File: config.mk
export PLATFORM = sky130hd
export DESIGN_NAME = pixel_to_mono_dither_packer_unit
export DESIGN_NICKNAME = d
export VERILOG_FILES = /design/src/sv/pmdp_pkg.sv /design/src/sv/pmdp_addr.sv /design/src/sv/pmdp_color.sv /design/src/sv/pixel_to_mono_dither_packer_unit.sv
export SDC_FILE = /design/constraint.sdc
export NUM_CORES = 1
export LEC_CHECK = 0
export BUFFER_PORTS_ARGS = -buffer_cell sky130_fd_sc_hd__buf_2
export CORE_MARGIN = 1.5
export CORE_UTILIZATION = 30
export CTS_CLUSTER_SIZE = 30
export DETAILED_ROUTE_END_ITERATION = 8
export GPL_TIMING_DRIVEN = 0
export SYNTH_ARGS = -nofsm -noshare
export SYNTH_HDL_FRONTEND = slang
export SYNTH_SLANG_ARGS = --single-unit
File: constraint.sdc
create_clock -name clk -period 3.9 [get_ports clk]
set_clock_uncertainty 0.2 [all_clocks]
set_input_delay 0.585 -clock clk [delete_from_list [all_inputs] [get_ports clk]]
set_output_delay 0.585 -clock clk [all_outputs]
set_load 0.01 [all_outputs]
File: src/sv/pmdp_pkg.sv
`timescale 1ns / 1ps
// shared constants, tables and types for the pixel to mono dither packer
package pmdp_pkg;

	localparam int PANEL_WIDTH  = 400;
	localparam int PANEL_HEIGHT = 300;
	localparam int BYTES_PER_COL = (PANEL_HEIGHT + 3) / 4;
	localparam int IY_W = $clog2(PANEL_HEIGHT);

	localparam int COORD_W = 9;
	localparam int BYTE_W  = 14;

	localparam logic [7:0] LUMA_R = 8'd77;
	localparam logic [7:0] LUMA_G = 8'd150;
	localparam logic [7:0] LUMA_B = 8'd29;

	localparam logic [6:0] CHROMA_GAIN = 7'd112;
	localparam logic [6:0] CHROMA_BIAS = 7'd127;

	localparam logic [7:0] THR_MID   = 8'd128;
	localparam logic [7:0] THR_DARK  = 8'd176;
	localparam logic [7:0] THR_LIGHT = 8'd144;

	localparam logic [2:0] MODE_CLEAR     = 3'd0;
	localparam logic [2:0] MODE_DARK      = 3'd1;
	localparam logic [2:0] MODE_LIGHT     = 3'd2;
	localparam logic [2:0] MODE_PHOTO     = 3'd3;
	localparam logic [2:0] MODE_INVERT    = 3'd4;
	localparam logic [2:0] MODE_INV_PHOTO = 3'd5;

	localparam logic [5:0] BAYER [64] = '{
		6'd0,  6'd48, 6'd12, 6'd60, 6'd3,  6'd51, 6'd15, 6'd63,
		6'd32, 6'd16, 6'd44, 6'd28, 6'd35, 6'd19, 6'd47, 6'd31,
		6'd8,  6'd56, 6'd4,  6'd52, 6'd11, 6'd59, 6'd7,  6'd55,
		6'd40, 6'd24, 6'd36, 6'd20, 6'd43, 6'd27, 6'd39, 6'd23,
		6'd2,  6'd50, 6'd14, 6'd62, 6'd1,  6'd49, 6'd13, 6'd61,
		6'd34, 6'd18, 6'd46, 6'd30, 6'd33, 6'd17, 6'd45, 6'd29,
		6'd10, 6'd58, 6'd6,  6'd54, 6'd9,  6'd57, 6'd5,  6'd53,
		6'd42, 6'd26, 6'd38, 6'd22, 6'd41, 6'd25, 6'd37, 6'd21
	};

	typedef struct packed {
		logic       on;
		logic [7:0] thr;
	} pos_t;

endpackage

File: src/sv/pmdp_addr.sv
`timescale 1ns / 1ps
// coordinate pipeline: panel check, dither threshold, packed byte and bit position
module pmdp_addr (
	input  logic                          clk,
	input  logic [pmdp_pkg::COORD_W-1:0]  col,
	input  logic [pmdp_pkg::COORD_W-1:0]  row,
	output pmdp_pkg::pos_t                pos_s2,
	output logic [pmdp_pkg::BYTE_W-1:0]   byte_s3,
	output logic [2:0]                    bit_s3
);

	logic [pmdp_pkg::COORD_W-2:0] half_s1;
	logic [pmdp_pkg::IY_W-1:0]    iy_s1;
	logic                         col0_s1;
	logic                         on_s1;
	logic [7:0]                   thr_s1;

	logic [pmdp_pkg::BYTE_W-1:0]  byte_s2;
	logic [2:0]                   bit_s2;

	logic [31:0]                  iy_full;
	logic [31:0]                  byte_full;

	assign iy_full = 32'(pmdp_pkg::PANEL_HEIGHT - 1) - 32'(row);
	assign byte_full = 32'(half_s1) * 32'(pmdp_pkg::BYTES_PER_COL)
		+ 32'(iy_s1[pmdp_pkg::IY_W-1:2]);

	always_ff @(posedge clk) begin
		half_s1 <= col[pmdp_pkg::COORD_W-1:1];
		iy_s1   <= iy_full[pmdp_pkg::IY_W-1:0];
		col0_s1 <= col[0];
		on_s1   <= (32'(col) < 32'(pmdp_pkg::PANEL_WIDTH))
			&& (32'(row) < 32'(pmdp_pkg::PANEL_HEIGHT));
		thr_s1  <= {pmdp_pkg::BAYER[{row[2:0], col[2:0]}], 2'b10};

		byte_s2    <= byte_full[pmdp_pkg::BYTE_W-1:0];
		bit_s2     <= 3'd7 - {iy_s1[1:0], col0_s1};
		pos_s2.on  <= on_s1;
		pos_s2.thr <= thr_s1;

		byte_s3 <= pos_s2.on ? byte_s2 : '0;
		bit_s3  <= pos_s2.on ? bit_s2 : '0;
	end

endmodule

File: src/sv/pmdp_color.sv
`timescale 1ns / 1ps
// color pipeline: luma, chroma penalty and the black or white decision
module pmdp_color (
	input  logic           clk,
	input  logic [31:0]    pixel,
	input  logic [2:0]     mode,
	input  pmdp_pkg::pos_t pos_s2,
	output logic           white_s3
);

	logic [7:0]  r, g, b, mx, mn;
	logic [15:0] pr_s1, pg_s1, pb_s1;
	logic [7:0]  chroma_s1;

	logic [7:0]  lum_s2;
	logic [14:0] pen_num_s2;

	logic [15:0] sum;
	logic [15:0] pen_tmp;
	logic [7:0]  pen;
	logic        w;

	assign r = pixel[7:0];
	assign g = pixel[15:8];
	assign b = pixel[23:16];

	always_comb begin
		mx = (r > g) ? r : g;
		mx = (mx > b) ? mx : b;
		mn = (r < g) ? r : g;
		mn = (mn < b) ? mn : b;
	end

	assign sum = pr_s1 + pg_s1 + pb_s1;

	// divide by 255 through reciprocal, exact below 65535
	assign pen_tmp = 16'(pen_num_s2) + 16'(pen_num_s2[14:8]) + 16'd1;
	assign pen = pen_tmp[15:8];

	always_comb begin
		unique case (mode)
			pmdp_pkg::MODE_DARK:      w = lum_s2 > pmdp_pkg::THR_DARK;
			pmdp_pkg::MODE_LIGHT:     w = lum_s2 > pmdp_pkg::THR_LIGHT;
			pmdp_pkg::MODE_PHOTO:     w = lum_s2 > pos_s2.thr;
			pmdp_pkg::MODE_INVERT:    w = lum_s2 <= pmdp_pkg::THR_MID;
			pmdp_pkg::MODE_INV_PHOTO: w = lum_s2 <= pos_s2.thr;
			default:                  w = {1'b0, lum_s2} > ({1'b0, pmdp_pkg::THR_MID} + {1'b0, pen});
		endcase
	end

	always_ff @(posedge clk) begin
		pr_s1     <= 16'(r) * 16'(pmdp_pkg::LUMA_R);
		pg_s1     <= 16'(g) * 16'(pmdp_pkg::LUMA_G);
		pb_s1     <= 16'(b) * 16'(pmdp_pkg::LUMA_B);
		chroma_s1 <= mx - mn;

		lum_s2     <= sum[15:8];
		pen_num_s2 <= 15'(chroma_s1) * 15'(pmdp_pkg::CHROMA_GAIN)
			+ 15'(pmdp_pkg::CHROMA_BIAS);

		white_s3 <= pos_s2.on & w;
	end

endmodule

File: src/sv/pixel_to_mono_dither_packer_unit.sv
`timescale 1ns / 1ps
// top level of the pixel to mono dither packer
//
// One pixel transfer per clock: start is taken on every cycle (busy stays low) and
// the matching result appears with done in order, after the three register stages
// of the luma, chroma penalty and address datapaths. The receiver cannot stall, so
// each result is valid for one cycle only. Write mode through the cfg channel
// only while no pixel is in flight.
module pixel_to_mono_dither_packer_unit (
	input  logic                         clk,
	input  logic                         arst_n,
	input  logic                         start,
	output logic                         busy,
	input  logic [31:0]                  pixel,
	input  logic [pmdp_pkg::COORD_W-1:0] col,
	input  logic [pmdp_pkg::COORD_W-1:0] row,
	output logic                         done,
	output logic [pmdp_pkg::BYTE_W-1:0]  byte_index,
	output logic [2:0]                   bit_index,
	output logic                         white,
	input  logic                         cfg_valid,
	output logic                         cfg_ready,
	input  logic [2:0]                   cfg_data
);

	logic [2:0]     mode_q;
	logic           v_s1, v_s2, v_s3;
	pmdp_pkg::pos_t pos_s2;

	assign busy      = 1'b0;
	assign cfg_ready = 1'b1;
	assign done      = v_s3;

	always_ff @(posedge clk or negedge arst_n) begin
		if (!arst_n) begin
			mode_q <= pmdp_pkg::MODE_CLEAR;
			v_s1   <= 1'b0;
			v_s2   <= 1'b0;
			v_s3   <= 1'b0;
		end else begin
			if (cfg_valid && cfg_ready) begin
				mode_q <= cfg_data;
			end
			v_s1 <= start && !busy;
			v_s2 <= v_s1;
			v_s3 <= v_s2;
		end
	end

	pmdp_addr u_addr (
		.clk     (clk),
		.col     (col),
		.row     (row),
		.pos_s2  (pos_s2),
		.byte_s3 (byte_index),
		.bit_s3  (bit_index)
	);

	pmdp_color u_color (
		.clk      (clk),
		.pixel    (pixel),
		.mode     (mode_q),
		.pos_s2   (pos_s2),
		.white_s3 (white)
	);

endmodule

# ---- After elaboration in Yosys (flattened, before gate mapping)
# Memory sizes are Yosys's and may differ from the RTL's. A register that Yosys moved wholly into a read port is not among the register bits.
# Cells that the tools add are included.
dict set report word_totals {
  reg_bits 141
  latch_bits 0
  mem_bits_rw 0
  mem_bits_ro 384
  in_bits 57
  output_inout_bits 21
  elab_cells 62
  mem_count 1
}
# memory depth width rd rd_clocked_by_memory_dff wr line_no
set mem_list {}
lappend mem_list {{(no name shown)} 64 6 1 1 0 pmdp_addr.sv:34} ;# thr_s1 <= {pmdp_pkg::BAYER[{row[2:0], col[2:0]}], 2'b10};
dict set report op_classes {
  n_addsub 10
  n_mul 5
  n_div 0
  order_cmp 12
  eq_ne 5
  n_shift 0
  n_mux 5
  n_bitwise 2
  n_reduce_logical 1
}
# operator count
set ops {}
lappend ops {{$mux W8} 4}
lappend ops {{$mul A8 B7 Y15 const B} 2}
lappend ops {{$gt A8 B8 Y1} 3}
lappend ops {{$lt A9 B9 Y1 const B} 2}
lappend ops {{$add A15 B16 Y16} 1}
lappend ops {{$add A15 B7 Y16} 1}
lappend ops {{$add A16 B1 Y16 const B} 1}
lappend ops {{$add A16 B13 Y16} 1}
lappend ops {{$gt A8 B8 Y1 const B} 2}
lappend ops {{$lt A8 B8 Y1} 2}
lappend ops {{$add A15 B7 Y15 const B} 1}
lappend ops {{$add A14 B7 Y14} 1}
lappend ops {{$mul A8 B7 Y14 const B} 1}
lappend ops {{$mul A8 B5 Y13 const B} 1}
lappend ops {{$mul A8 B3 Y11 const B} 1}
lappend ops {{$add A8 B8 Y9 const A} 1}
lappend ops {{$gt A8 B9 Y1} 1}
lappend ops {{$sub A9 B9 Y9 const A} 1}
lappend ops {{$le A8 B8 Y1} 1}
lappend ops {{$le A8 B8 Y1 const B} 1}
lappend ops {{$sub A8 B8 Y8} 1}
lappend ops {{$not A6 Y7} 1}
lappend ops {{$eq A3 B2 Y1 const B} 2}
lappend ops {{$eq A3 B3 Y1 const B} 2}
lappend ops {{other kinds (5)} 5}

# ---- Longest topological paths before layout
dict set report depth {
  word_depth 6
  mapped_depth 27
  ltp_nobuf 26
}

# ---- Modules after synthesis
# From an unflattened synthesis, not the netlist that was laid out.
dict set report hier_totals {
  hier_cells 1035
  area_unflattened_um2 10362.4
}
# module instances cells_per_inst area_per_inst_um2 seq_area_each_um2
set modules_own_cells {}
lappend modules_own_cells {pmdp_color 1 773 7337.0 1421.4}
lappend modules_own_cells {pmdp_addr 1 249 2819.0 1261.2}
lappend modules_own_cells {pixel_to_mono_dither_packer_unit 1 13 206.4 150.1}

# ---- Worst setup path before layout
# Ideal clock, no wire load.
dict set report synth_timing {
  path_kind {input-to-reg}
  startpoint {in pixel[13]}
  endpoint {reg u_color.chroma_s1[7]}
  setup_time_ns 0.120
  arrival_time_ns 4.798
  required_ns 3.580
  slack_ns -1.218
  cell_stages 25
  path_buffers 1
  path_cell_list {inv_1 -> ha_1 -> a211oi_2 -> nor2_1 -> nor2_1 -> nand2_1 -> mux2_2 -> ha_1 -> or3_1 -> or2_2 -> a21oi_1 -> a21o_1 -> buf_6 -> nand2_1 -> o21ai_0 -> inv_1 -> ha_1 -> nor2b_1 -> o21ai_0 -> a21boi_0 -> o21ai_0 -> nand2b_1 -> a21o_1 -> a21oi_1 -> xnor2_1}
}
dict set report synth_between {
  elab_chain_len 5
  elab_cells_between_ends 9
  classes_between {add/sub (1); order compare (4); mux (4)}
}
# item line_no
set synth_rtl {}
lappend synth_rtl {{start, declared} pixel_to_mono_dither_packer_unit.sv:14} ;# input logic [31:0] pixel,
lappend synth_rtl {{$gt A8 B8 Y1 or $lt A8 B8 Y1 (tied branches)} {pmdp_color.sv:28, pmdp_color.sv:30}}
lappend synth_rtl {{$mux W8, on equally long branches} {pmdp_color.sv:28, pmdp_color.sv:30}}
lappend synth_rtl {{$gt A8 B8 Y1 or $lt A8 B8 Y1 (tied branches)} {pmdp_color.sv:29, pmdp_color.sv:31}}
lappend synth_rtl {{$mux W8, on equally long branches} {pmdp_color.sv:29, pmdp_color.sv:31}}
lappend synth_rtl {{$sub A8 B8 Y8 (*)} pmdp_color.sv:55} ;# chroma_s1 <= mx - mn;
lappend synth_rtl {{end signal, assigned} pmdp_color.sv:55}
lappend synth_rtl {{end, declared} pmdp_color.sv:13} ;# logic [7:0] chroma_s1;
# Every way passes the cells marked *; elsewhere a longest branch is shown, timed or not.
# A chain may end at the register's enable or synchronous reset.

# ---- Final worst setup path
dict set report layout_timing {
  startpoint {in pixel[9]}
  endpoint {reg u_color.chroma_s1[5]}
}
# The elaborated chain is that of the path after synthesis.

==> impl_metrics.csv <==
group,metric,value,unit
setup_path,cp.arrival,4.73,ns
clock_tree,tritoncts.num_buffers,17,
global_routing,grt_max_degree,17,
sta,post-route-worst-setup-slack,-0.7251,ns
detailed_routing,wl_per_cell,13.16,um
finish,multiInputGateArea,7276,um2
setup_path,critical_path.slowest_cell,"sky130_fd_sc_hd__or3_4",
clock_tree,max-clock-path-buffers,2,
synthesis,ys_types,71,
global_routing,first_pass_grt_wire_length,35400,um
placed_design,place.detailed.hpwl,17060,um
placed_design,io_buffers,67,
detailed_routing,detailroute.wirelength.met2,10420,um
synthesis,synth_seq_area_share,27.29,%
synthesis,postSynthNetCount,1380,
setup_path,worst-setup-path-type,"input port to flip-flop",
clock_tree,tritoncts,"yes",
setup_path,timing.rr.start,"u_addr.half_s1[0]",
finish,finalNetCount,1513,
synthesis,ys_async_sr_fraction,4.286,%
global_routing,first_global_vias,7351,
power_and_ir_drop,vdd.ir_drop.worst,0.0004125,V
detailed_routing,maxUsedRoutingLayer,"met4",
finish,seq_area,2836,um2
detailed_routing,avgViaCountPerCell,4.491,
outcome,status,"finished with violations",
placed_design,gp_congestion,0.8418,
floorplan,floorplan.die.height,189.0,um
setup_path,critPathTopFamily,"compound AO/OA/AOI/OAI gates",
finish,layout.cells.non_filler,1644,
synthesis,synth.top_cell.area_share,25.84,%
synthesis,yosys_warnings,0,
detailed_routing,route.vias.total,7384,
floorplan,die_width,189.0,um
worst_hold_path,min-delay-path-class,"input port to flip-flop",
synthesis,syn-cell-area,10380,um2
setup_path,critical_path.max_fanout,7,
floorplan,fp-row-count,67,
power_and_ir_drop,p_leak,6.312,nW
sta,final_min_period_over_clock_period,118.6,%
detailed_routing,dr.first_iter.drc_count,198,
detailed_routing,drc,0,
setup_path,cp.depth,23,
synthesis,synthTopCellsByCount,"sky130_fd_sc_hd__ha_1, sky130_fd_sc_hd__inv_1, sky130_fd_sc_hd__dfxtp_1, sky130_fd_sc_hd__fa_1, sky130_fd_sc_hd__a21oi_1",
synthesis,synth_edf_count,0,
clock_tree,number_of_clock_sinks_seen_by_cts,140,
clock_tree,ctsHtreeMaxLevel,4,
setup_path,critical_path.endpoint_type,"flip-flop",
detailed_routing,finalWirelength,21640,um
worst_hold_path,hold_path.startpoint,"start",
synthesis,gate_count_of_the_mapped_netlist,1050,
setup_path,crit_chain,"buf_12, inv_6, ha_4, or2_1, o21a_2, o21ai_4, buf_12, nand2_8, mux2_4, ha_4, or3_4, or2_4, a21oi_4, a21o_1, buf_6, mux2i_1, ha_1, a21boi_2, o21ai_1, nand2b_1, buf_4, buf_4, xor2_1",
detailed_routing,first_pass_iters,4,
flow_run,cap_violations,0,
setup_path,timing.critical_path.required,4.01,ns
synthesis,synth.largest_area_cell,"sky130_fd_sc_hd__dfxtp_1",
floorplan,core_area,33780,um2
global_routing,globalRoute.totalOverflow,0,
synthesis,synth_seq_cells,140,
synthesis,ys_top_cells_by_area,"sky130_fd_sc_hd__dfxtp_1, sky130_fd_sc_hd__ha_1, sky130_fd_sc_hd__fa_1, sky130_fd_sc_hd__inv_1, sky130_fd_sc_hd__xnor2_1",
clock_tree,clk_transition_reported_paths,0.07,ns
floorplan,die-area,35730,um2
sta,final-max-slew-violation-count,0,
sta,maximum_clock_frequency,216.2,MHz
outcome,violations,"setup timing",
power_and_ir_drop,pwr_density_cell,735.2,nW/um2
detailed_routing,met3_wire_len,688,um
worst_hold_path,min_to,"v_s1",
floorplan,start_util,30.73,%
setup_path,startpoint_type,"input port",
setup_path,r2r_end,"u_addr.byte_s2[12]",
finish,n_antenna_cell,0,
setup_path,cp_num_buf_inv,6,
global_routing,global_route.usage.total,12.40,%
setup_path,r2r_setup_slack,0.09,ns
floorplan,ioPinCount,78,
setup_path,critPathMaxStageDelay,0.38,ns
sta,setup_violations,7,
synthesis,synthesis.area_per_instance,9.887,um2
finish,post_route_cells_drive_above_1_share,20.48,%
finish,synthToLayoutAreaGrowth,23.73,%
sta,grt_setup_unrepaired,"true",
clock_tree,worstSkewPairLatency,0.42,ns
detailed_routing,met1_routed_wirelength_after_detailed_routing,10230,um
sta,timing.final.crit_period,4.625,ns
synthesis,synthMostInstantiatedCell,"sky130_fd_sc_hd__ha_1",
placed_design,placed_cells,1565,
sta,timing_hold_violations_final,0,
finish,number_of_filler_instances_in_the_final_layout,3292,
clock_tree,clock-root-buffer,"sky130_fd_sc_hd__clkbuf_16",
synthesis,synth-main-ff-cell,"sky130_fd_sc_hd__dfxtp_1",
global_routing,initial_antenna_violation_count,1,
setup_path,reg2reg_depth,15,
worst_hold_path,hold_depth,1,
sta,fin_hold_ws,0.06163,ns
detailed_routing,route.antenna.remaining_nets,0,
[layout make-up]
type                       instances  share of cell area (%)
clock buffer                      18                   3.341
timing repair buffer             113                   6.410
clock inverter                    14                   1.179
tap                              448                   4.364
sequential                       140                   22.08
inverter                         187                   5.591
buffer                             6                  0.3896
multi-input combinational        718                   56.64
[through the flow]
stage	utilization, %	setup slack, ns	total power [mW]	cell area [um2]	TNS, ns
floorplan	-	-0.8403	6.383	10480	-3.571
CTS	36.93	-0.6348	9.376	12480	-2.440
finish	38.02	-0.7251	9.444	12840	-3.649
global placement	33.66	-1.600	7.417	11370	-11.18
detailed placement	33.66	-1.661	7.550	11370	-11.85
global route	38.02	-0.9173	10.48	12840	-4.783
[logic make-up after synthesis]
kind of cell               count (synthesis)  share of synthesized area [%]
AOI/OAI and AO/OA                        180                          11.46
xor gates and xnor gates                  75                          6.328
adders and majority gates                273                          37.31
buffers and inverters                    193                          7.123
DFF                                      140                          27.29
muxes                                     16                          1.748
other                                      2                        0.07234
and+or+nand+nor                          171                          8.666
[layout by cell type (no fill, tap or decap), types with 31 or more instances in the layout]
cell	instances
sky130_fd_sc_hd__xnor2_1	47
sky130_fd_sc_hd__ha_1	196
sky130_fd_sc_hd__inv_1	179
sky130_fd_sc_hd__nor2_1	32
sky130_fd_sc_hd__nand2_1	31
sky130_fd_sc_hd__dfxtp_1	131
sky130_fd_sc_hd__a21oi_1	40
sky130_fd_sc_hd__buf_2	54
sky130_fd_sc_hd__buf_4	46
sky130_fd_sc_hd__fa_1	60
[power breakdown]
part	internal, mW	leakage [nW]	switching, mW
clock	0.905	0.285	0.695
sequential	1.98	1.20	0.308
combinational	2.66	4.83	2.90
total	5.54	6.31	3.90
[routing by layer]
layer	track usage, %	vias up
li1	-	3805
met1	15.65	3435
met2	21.65	117
met3	2.335	27
met4	3.144	0
met5	0	-
[how the worst max path moves through the flow]
stage / from / endpoint / slack [ns]
6_report: pixel[9] / u_color.chroma_s1[5] / -0.73
5_1_grt: pixel[12] / u_color.chroma_s1[7] / -0.92
4_1_cts: pixel[10] / u_color.chroma_s1[7] / -0.63
3_5_place_dp: pixel[15] / u_color.chroma_s1[7] / -1.66
3_3_place_gp: pixel[13] / u_color.chroma_s1[7] / -1.60
2_1_floorplan: pixel[13] / u_color.chroma_s1[7] / -0.84
[state kept, by name, indices dropped and copies added (netlist names), 3 cells and up]
| signal | cells |
|---|---|
| u_addr.thr_s1 | 4 |
| u_color.pen_num_s2 | 11 |
| u_addr.pos_s2 | 7 |
| u_addr.byte_s2 | 14 |
| u_color.pr_s1 | 15 |
| u_addr.half_s1 | 8 |
| u_color.lum_s2 | 8 |
| mode_q | 3 |
| u_addr.byte_s3 | 14 |
| u_color.chroma_s1 | 8 |
| u_addr.bit_s2 | 3 |
| u_addr.iy_s1 | 9 |
| u_color.pg_s1 | 15 |
| u_color.pb_s1 | 13 |
| u_addr.bit_s3 | 3 |
[timing repair]
| action | in CTS | in global routing |
|---|---|---|
| hold buffers | 1 | 0 |
| resized for setup | 80 | 48 |
| setup endpoints to repair | 13 | 13 |
| gates cloned | 2 | 0 |
| buffers inserted | 37 | 14 |
| pin swaps | 36 | 45 |
| endpoints found under the hold margin | 6 | 0 |
No activity file was read; power rests on OpenSTA's default activity.
